===== config.mk =====
export PLATFORM = sky130hd
export DESIGN_NAME = maf_div
export DESIGN_NICKNAME = d
export VERILOG_FILES = /design/src/design/maf_div.sv
export SDC_FILE = /design/constraint.sdc
export NUM_CORES = 1
export LEC_CHECK = 0
export ABC_AREA = 1
export BUFFER_PORTS_ARGS = -buffer_cell sky130_fd_sc_hd__buf_2
export CAP_MARGIN = 15
export CORE_MARGIN = 3
export CORE_UTILIZATION = 40
export CTS_BUF_LIST = sky130_fd_sc_hd__clkbuf_4
export DETAILED_ROUTE_END_ITERATION = 7
export GPL_TIMING_DRIVEN = 0
export PLACE_DENSITY = 0.73
export SETUP_SLACK_MARGIN = 0.1
export SLEW_MARGIN = 0
export SYNTH_ARGS = -nofsm -noshare
export SYNTH_HDL_FRONTEND = slang
export SYNTH_SLANG_ARGS = --single-unit

===== constraint.sdc =====
create_clock -name clk -period 3.9 [get_ports clk]
set_input_delay 0.78 -clock clk [delete_from_list [all_inputs] [get_ports clk]]
set_output_delay 0.78 -clock clk [all_outputs]
set_load 0.01 [all_outputs]

===== src/design/maf_div.sv =====
module maf_div #(
  parameter int DW = 48,
  parameter int VW = 9
) (
  input  logic          clk,
  input  logic          rst_n,
  input  logic          start,
  input  logic [DW-1:0] dividend,
  input  logic [VW-1:0] divisor,
  output logic          done,
  output logic [DW-1:0] quotient
);

  localparam int CW = $clog2(DW + 1);

  logic [DW-1:0] q_r, q_nxt;
  logic [VW-1:0] rem_r, rem_nxt;
  logic [VW-1:0] div_r;
  logic [CW-1:0] cnt_r;
  logic          busy_r, done_r;
  logic [VW+1:0] diff;

  // restoring step: one quotient bit per cycle, dividend bits shift out of q_r
  always_comb begin
    diff    = {1'b0, rem_r, q_r[DW-1]} - {2'b00, div_r};
    rem_nxt = diff[VW+1] ? {rem_r[VW-2:0], q_r[DW-1]} : diff[VW-1:0];
    q_nxt   = {q_r[DW-2:0], ~diff[VW+1]};
  end

  always_ff @(posedge clk) begin
    if (!rst_n) begin
      busy_r <= 1'b0;
      done_r <= 1'b0;
      cnt_r  <= '0;
    end else begin
      done_r <= 1'b0;
      if (start) begin
        busy_r <= 1'b1;
        cnt_r  <= CW'(DW);
      end else if (busy_r) begin
        cnt_r <= cnt_r - 1'b1;
        if (cnt_r == CW'(1)) begin
          busy_r <= 1'b0;
          done_r <= 1'b1;
        end
      end
    end
  end

  always_ff @(posedge clk) begin
    if (start) begin
      q_r   <= dividend;
      rem_r <= '0;
      div_r <= divisor;
    end else if (busy_r) begin
      q_r   <= q_nxt;
      rem_r <= rem_nxt;
    end
  end

  assign done     = done_r;
  assign quotient = q_r;

endmodule


==> results.toml, run 1 <==
[worst_setup_path]
critPathCaptureType = "flop"
path_common_cell = "buf_2"
worstSetupStartpointType = "primary input"
critPathArrivalTime_ns = 2.20
cp_slowest_cell = "nor2_1"
critPathMaxFanout = 40
critical_path_class = "primary input to flop"
cp_cell_sequence = "buf_2 > buf_2 > nor2_1 > inv_2 > buf_12"
worstPathRequired_ns = 4.06
critPathMaxStageDelay_ns = 0.46

[synthesis]
synth-main-ff-cell = "edfxtp_1"
synth_top_family_by_area = "simple AND/OR/NAND/NOR gates"
ys_types = 31
synth_compound_area_frac = 0.02552
netlist_top_cells_area = "edfxtp_1 (47%), nand2_1 (21%), dfxtp_1 (9.4%)"
synth_area_um2 = 3628
synth_edf_count = 57
muxShareOfSynthArea = 0
netlist_instances = 421
synthXorXnorAreaFrac = 0.009655
synth_top_area_share = 0.4717
synth_largest_area_cell = "edfxtp_1"
ys_seq_elements = 74
synth_simple_gate_area_frac = 0.2910
post-synth-top-count-cell = "nand2_1"
syn_avg_cell_area_um2 = 8.619
yosysSeqAreaShare = 0.5655
synthAdderAreaFrac = 0.04345
yosys-top-cells-count = "nand2_1 (205), edfxtp_1 (57), inv_1 (46)"
yosysWarnings = 0
syn-num-nets = 493
async_flop_share = 0

[clocking]
h-tree-depth = 3
numClockSinks = 74
clkSlewWorstSetupHoldPaths_ns = 0.13
postCtsResizedCells = 0
clock_path_buffers = 2
cts_setup_buffers = 0
clk_latency_ns = 0.42
cts_tree = "yes"
ctsHoldBuffers = 0
root_buffer = "clkbuf_4"
cts_inserted_buffers = 9

[routing]
wire_per_inst_um = 13.07
vias = 3111
drtAntennaViolNets = 0
drcViolationCount = 0
first_pass_iters = 4
wirelength_mm = 8.550
first_iter_violations = 133
viasPerCell = 4.757

[timing]
setup_viol = 0
rsz0062_at_grt = "false"
fin_skew_ns = 0.01406
holdWs_ns = 0.4837
hold_viol = 0
period_share = 0.5245
drv_slew = 0
timing.fmax_mhz = 488.8
fin_crit_ns = 2.046
relSlewSlack = 0.6209
worstMarginPinSlew_ns = 0.5665
final.setup.tns_ns = 0

[place]
hpwl_mm = 6.397
portBuffers = 108
gp_congestion = 0.8319
dpl-instance-area_um2 = 4324

[cells_and_area]
final_nets = 613
multi_input_comb_area_um2 = 1341
drive_gt1_frac = 0.2491
fill_cells = 846
register_area_um2 = 2052
design_area_um2 = 4467
diodes = 0
areaGrowthSynthToFinish_pct = 23.10

[global_routing]
grt_use_total = 0.1750
grt_pass1_vias = 3021
antenna_found_initial = 0
grt-ovfl-total = 0
grt_pass1_wl_mm = 14.28
grt_max_degree = 41

[die]
die_width_um = 101.2
start_util = 0.4140
die_h_um = 101.2
io-pin-count = 109
core_area_um2 = 8763
num_rows = 34
dieArea_um2 = 10250

[outcome]
status = "finished clean"

[worst_hold_path]
hold_path.class = "flop to flop"

[pwr]
leakage_nw = 2.294
power_density_nw_per_um2 = 391.2
peakVddDrop_uv = 167.5

[flow_run]
cap_violations = 0
-- metal layers --
| metal | track usage | share of wire |
|---|---|---|
| met5 | 0 | 0 |
| met4 | 0.04192 | 0.010 |
| met3 | 0.06474 | 0.085 |
| met2 | 0.2822 | 0.47 |
| met1 | 0.2248 | 0.44 |
-- per-stage QoR --
stage	setup slack, ns	power, mW	util	std cells
floorplan	1.475	1.152	-	421
global placement	0.5483	1.272	0.4911	637
detailed placement	1.400	1.281	0.4934	638
CTS	1.854	1.770	0.5097	654
global route	1.741	1.848	0.5097	654
finish	1.854	1.748	0.5097	654
-- cell families (layout without fill, tap and decap cells) --
| logic type | count (synthesis) | count (layout) |
|---|---|---|
| flops | 74 | 74 |
| compound gates | 15 | 15 |
| simple gates | 256 | 256 |
| buf+inv | 60 | 185 |
| fa+ha+maj | 12 | 12 |
| xor+xnor | 4 | 4 |
-- state kept, by name (all words and copies together) (netlist names) --
register,count
busy_r,1
quotient,48
cnt_r,6
rem_r,9
done,1
div_r,9
-- worst max-delay path, delay by kind of cell --
kind | cells | cell delay, ns
buffers and inverters | 4 | 0.94
and+or+nand+nor | 1 | 0.46
-- final timing paths --
| check | depth (start not counted) | endpoint | slack [ns] | startpoint |
|---|---|---|---|---|
| setup / recovery | 5 | quotient[39] | 1.85 | start |
| hold / removal | 2 | cnt_r[4] | 0.48 | cnt_r[4] |
| setup reg to reg | 9 | quotient[0] | 1.90 | quotient[47] |
| hold reg to reg | 2 | cnt_r[4] | 0.48 | cnt_r[4] |
-- report_power, final --
part	internal, mW	switching (mW)	leakage (nW)
clock	0.204	0.281	0.0742
sequential	0.932	0.0376	0.720
combinational	0.116	0.178	1.50
-- cells in the final DEF, fill, tap and decap left out, types with 2 or more instances in the layout --
cell / instances
nor2_1: 12
nand2_1: 205
ha_1: 11
clkinv_1: 2
dfxtp_1: 17
edfxtp_1: 57
o21ai_0: 4
inv_1: 45
nand4_1: 10
xor2_1: 2
nand2_2: 2
clkinv_4: 3
nand3_1: 20
clkbuf_1: 9
clkbuf_4: 10
xnor2_1: 2
buf_2: 110
a21oi_1: 6
-- area by class of cell --
cell class	count	area share
buffer	13	0.01317
clock inverter	6	0.01513
timing repair buffer	109	0.1255
clock buffer	10	0.01681
multi-input combinational	287	0.3003
sequential	74	0.4594
tap	108	0.03025
inverter	47	0.03950
(Power assumes the default switching activity.)
==> inputs of run 2 (changes only) <==
Settings changed: ABC_AREA 1 to 0, PLACE_DENSITY 0.73 to 0.76.
Clock period 3.9 ns to 1.8 ns, I/O delays scaled along.
==> run 2 against run 1 <==
Net effect: the flow now finishes with violations (setup timing); wire length fell by 5.8%; power increased by 140%; die area fell by 4.2%; synthesized area decreased by 4.4%; critical path type is now flop to flop; critical endpoint is now rem_r[1]; largest cell class unchanged; largest power group unchanged.
==> results.toml, run 2 <==
[routing]
drcViolationCount = 0
drtAntennaViolNets = 0
met3_length_um = 671
dr_wl_met2_mm = 4.035
dr.max_layer_used = "met4"
viasPerCell = 5.106
wl_met1_mm = 3.221
first_pass_iters = 4
wire_per_inst_um = 16.18
wirelength_mm = 8.057
vias = 2543
first_iter_violations = 144

[die]
dieArea_um2 = 9824
die_width_um = 99.12
die_h_um = 99.12
start_util = 0.4179
core_area_um2 = 8299
num_rows = 33
io-pin-count = 109

[synthesis]
yosysWarnings = 0
syn-num-nets = 329
synth_area_um2 = 3468
yosys-top-cells-count = "edfxtp_1 (57), mux2_2 (48), dfxtp_1 (17)"
synth_top_area_share = 0.4935
synth_edf_count = 57
synth_largest_area_cell = "edfxtp_1"
netlist_instances = 257
ys_types = 46
yosysSeqAreaShare = 0.5916
netlist_top_cells_area = "edfxtp_1 (49%), mux2_2 (16%), dfxtp_1 (9.8%)"
synthAdderAreaFrac = 0.04545
synth-main-ff-cell = "edfxtp_1"
post-synth-top-count-cell = "edfxtp_1"
synth_top_family_by_area = "multiplexers"
muxShareOfSynthArea = 0.1645
synthXorXnorAreaFrac = 0.02020
synth_compound_area_frac = 0.07864
ys_seq_elements = 74
synth_simple_gate_area_frac = 0.06999
async_flop_share = 0
syn_avg_cell_area_um2 = 13.50

[place]
gp_congestion = 0.8751
hpwl_mm = 5.512
portBuffers = 108
dpl-instance-area_um2 = 4177
place_ws_ns = -0.6435

[worst_hold_path]
hold_path.class = "primary input to flop"
holdPathStages = 1
hold_path_end = "div_r[6]"
hold_start = "divisor[6]"

[clocking]
ctsHoldBuffers = 0
cts_tree = "yes"
root_buffer = "clkbuf_4"
clkSlewWorstSetupHoldPaths_ns = 0.12
cts_inserted_buffers = 9
clock_path_buffers = 2
numClockSinks = 74
clk_latency_ns = 0.43
h-tree-depth = 3

[cells_and_area]
fill_cells = 670
utilization = 0.5509
largest_reg_flops = 48
design_area_um2 = 4572
final_common_cell = "buf_2"
final_nets = 460
drive_gt1_frac = 0.5522
diodes = 0
mostFrequentLayoutCells = "buf_2 (110), edfxtp_1 (57), mux2_2 (48), dfxtp_1 (15)"
areaGrowthSynthToFinish_pct = 31.82

[timing]
holdWs_ns = 0.1101
relSlewSlack = 0.6450
setup_viol = 10
fin_ws_ns = -0.2294
timing.fmax_mhz = 492.7
drv_slew = 0
hold_viol = 0
final.setup.tns_ns = -1.384
fin_crit_ns = 2.029
period_share = 1.127
rsz0062_at_grt = "true"
fin_skew_ns = 0.008314
worstMarginPinSlew_ns = 0.5326

[global_routing]
grt_pass1_wl_mm = 12.70
grt-ovfl-total = 0
antenna_found_initial = 0
grt_use_total = 0.1639
grt_pass1_vias = 2636
grt_max_degree = 25

[worst_setup_path]
reg2reg_from = "quotient[47]"
worstSetupStartpointType = "flop"
worstPathRequired_ns = 2.12
critPathCaptureType = "flop"
r2r_cells = 9
critPathArrivalTime_ns = 2.35
rr_endpoint = "rem_r[1]"
critical_path_class = "flop to flop"
crit_start = "quotient[47]"
critPathMaxFanout = 7
rrSetupSlack_ns = -0.23

[pwr]
leakage_nw = 1.892
power_density_nw_per_um2 = 919.4
peakVddDrop_uv = 636.5

[outcome]
status = "complete, but fails checks"
violations = "setup timing"

[flow_run]
cap_violations = 0
==> run 2: cell types whose count changed after synthesis, sizes merged, moves of 4 or more <==
cell    change
nand4      -10
nand2     -190
mux2       +48
nand3      -18
inv        -31
buf         +4
xnor2       +5
clkbuf      -8
==> run 2: layout make-up <==
cell class              count  area [um2]  area share
repair buffers            118       626.9      0.1371
well taps                 105       131.4     0.02874
multi-input cells         159        1435      0.3139
clock inverters             5       102.6     0.02244
flip-flops and latches     74        2054      0.4494
repair inverters            3       22.52    0.004926
clock buffers              11       82.58     0.01806
inverters                  15       60.06     0.01314
plain buffers               8       56.30     0.01232
==> run 2: how the worst max path moves through the flow <==
stage | slack (ns) | depth (start not counted) | to
after CTS | -0.18 | 9 | rem_r[0]
final | -0.23 | 9 | rem_r[1]
after global routing | -0.35 | 9 | rem_r[1]
after global placement | -0.61 | 4 | quotient[6]
after detailed placement | -0.64 | 4 | quotient[47]
after floorplan | -0.15 | 9 | rem_r[6]
==> run 2: power breakdown <==
group | total (mW) | internal [mW] | switching (mW)
combinational | 0.767 | 0.382 | 0.385
clock | 1.33 | 0.736 | 0.592
sequential | 2.11 | 2.03 | 0.0822
total | 4.20 | 3.14 | 1.06
==> run 2: repair_timing <==
action,4_1_cts,5_1_grt
cloned,1,2
gates resized for setup,13,20
setup endpoints to repair,58,58
pin swaps,11,16
setup buffers,8,2
==> run 2: kinds of logic (layout without fill, tap and decap cells) <==
group / Yosys count / count (layout)
compound gates: 37 / 37
xor+xnor: 8 / 8
fa+ha+maj: 12 / 12
buf+inv: 24 / 160
flops: 74 / 74
mux: 51 / 51
simple gates: 51 / 51
==> run 2: critical path: stages, from the launching register on <==
cell and delay (ns):
edfxtp_1 0.41, inv_1 0.07, ha_2 0.18, inv_2 0.04, fa_2 0.36, nand3_2 0.11
a211o_4 0.17, and2_4 0.21, nand2_1 0.08, a311oi_1 0.30
==> run 2: per-layer routing <==
| layer | vias to the layer above | global-route usage |
|---|---|---|
| li1 | 1224 | - |
| met1 | 1220 | 0.2018 |
| met2 | 88 | 0.2634 |
| met3 | 11 | 0.05961 |
| met4 | 0 | 0.06408 |
| met5 | - | 0 |
==> run 2: metrics by stage <==
step                      std cells  power (mW)
final                           498       4.203
after floorplan                 257       2.553
after CTS                       494       4.175
after detailed placement        470       2.822
after global placement          470       2.799
after global routing            498       4.401
==> inputs of run 3 (changes only) <==
Settings changed: CORE_UTILIZATION 40 to 48, CTS_CLUSTER_SIZE set to 40, PLACE_DENSITY 0.76 to 0.87.
==> run 3 against run 2 <==
Net effect: design area up 1.3%; sequential cell count unchanged; clock power down 11%; clock-buffer cell count down 2; sequential power about the same; clock skew up 0.0097 ns; the flow still finishes with violations (setup timing); critical path type unchanged; die area down 16%; first-iteration DRC count up 42%; combinational power up 9.4%; utilization up 12 points; non-clock buffer count up 4; wire length up 12%.
==> results.toml, run 3 (synthesized netlist as in run 2, its figures left out) <==
[outcome]
status = "complete, but fails checks"
violations = "setup timing"

[routing]
first_iter_violations = 205
vias = 2676
viasPerCell = 5.428
wirelength_mm = 9.007
wire_per_inst_um = 18.27
first_pass_iters = 4
drtAntennaViolNets = 0
drcViolationCount = 0

[place]
hpwl_mm = 5.653
place_ws_ns = -0.6274
gp_congestion = 0.8235
portBuffers = 108

[worst_hold_path]
holdPathStages = 1
hold_path.class = "primary input to flop"

[global_routing]
grt_pass1_wl_mm = 13.54
antenna_found_initial = 0
grt_use_total = 0.2098
grt_max_degree = 25
grt-ovfl-total = 0
grt_pass1_vias = 2774

[die]
core_area_um2 = 6907
io-pin-count = 109
die_h_um = 91.01
die_width_um = 91.01
dieArea_um2 = 8282
start_util = 0.5022
num_rows = 30

[worst_setup_path]
worstPathRequired_ns = 2.17
critPathMaxFanout = 4
r2r_cells = 7
critPathArrivalTime_ns = 2.41
critPathCaptureType = "flop"
critical_path_class = "flop to flop"
worstSetupStartpointType = "flop"

[pwr]
power_density_nw_per_um2 = 892.1
peakVddDrop_uv = 609.7
finalPower_mw = 4.131
leakage_nw = 1.904

[cells_and_area]
areaGrowthSynthToFinish_pct = 33.51
largest_reg_flops = 48
final_nets = 464
drive_gt1_frac = 0.5693
final_common_cell = "buf_2"
diodes = 0
mostFrequentLayoutCells = "buf_2 (110), edfxtp_1 (57), mux2_2 (48), nand2_1 (15), dfxtp_1 (15)"

[timing]
fin_crit_ns = 2.039
worstMarginPinSlew_ns = 0.5376
fin_skew_ns = 0.01802
relSlewSlack = 0.6416
timing.fmax_mhz = 490.4
rsz0062_at_grt = "true"
hold_viol = 0
period_share = 1.133
fin_ws_ns = -0.2392
setup_viol = 10
drv_slew = 0

[clocking]
numClockSinks = 74
clock_path_buffers = 2
cts_tree = "yes"
h-tree-depth = 3
clkSlewWorstSetupHoldPaths_ns = 0.13
cts_inserted_buffers = 9
root_buffer = "clkbuf_4"
clk_latency_ns = 0.42

[flow_run]
cap_violations = 0
[run 3: layout make-up]
cell class	count	area [um2]
multi-input combinational	159	1506
timing repair buffer	122	649.4
buffer	8	56.30
timing repair inverter	3	22.52
clock buffer	9	67.56
inverter	15	60.06
tap	96	120.1
fill	469	2276
sequential	74	2054
clock inverter	7	93.84
[run 3: where the power goes]
group / total (mW) / switching [mW] / internal, mW
Clock: 1.18 / 0.619 / 0.561
Combinational: 0.839 / 0.422 / 0.417
Sequential: 2.11 / 0.0865 / 2.03
[run 3: worst paths after layout]
kind	endpoint	slack, ns	start
worst max-delay path	rem_r[5]	-0.24	div_r[1]
worst min-delay path	div_r[3]	0.11	divisor[3]
worst max register to register	rem_r[5]	-0.24	div_r[1]
worst min register to register	rem_r[4]	0.51	rem_r[4]
[run 3: through the flow]
step	utilization	setup TNS [ns]	area, um2	hold slack (ns)	cells
CTS	0.6520	-1.509	4503	0.08928	489
floorplan	-	-0.9356	3505	0.4449	257
global placement	0.6031	-31.36	4165	0.4583	461
global route	0.6705	-2.330	4631	0.07653	493
detailed placement	0.6031	-32.81	4165	0.4772	461
finish	0.6705	-1.495	4631	0.1069	493
[run 3: layer usage]
layer / vias to the layer above / share of wire / track usage
met5: - / 0 / 0
met4: 0 / 0.029 / 0.09045
met3: 21 / 0.086 / 0.07457
met2: 138 / 0.52 / 0.3642
met1: 1285 / 0.36 / 0.2312
li1: 1232 / - / -
[run 3: worst max-delay path: stages, from the launching register on]
cell	delay, ns
edfxtp_1	0.44
inv_2	0.12
ha_4	0.21
nor2b_4	0.13
o31a_1	0.35
or4b_1	0.49
o311a_1	0.15
o21ai_1	0.12
[run 3: timing repair]
action | 4_1_cts | 5_1_grt
buffers inserted | 10 | 5
setup endpoints to repair | 58 | 34
gates resized for setup | 18 | 21
gates cloned | 2 | 1
pin swaps | 7 | 15
hold buffers | 0 | 0
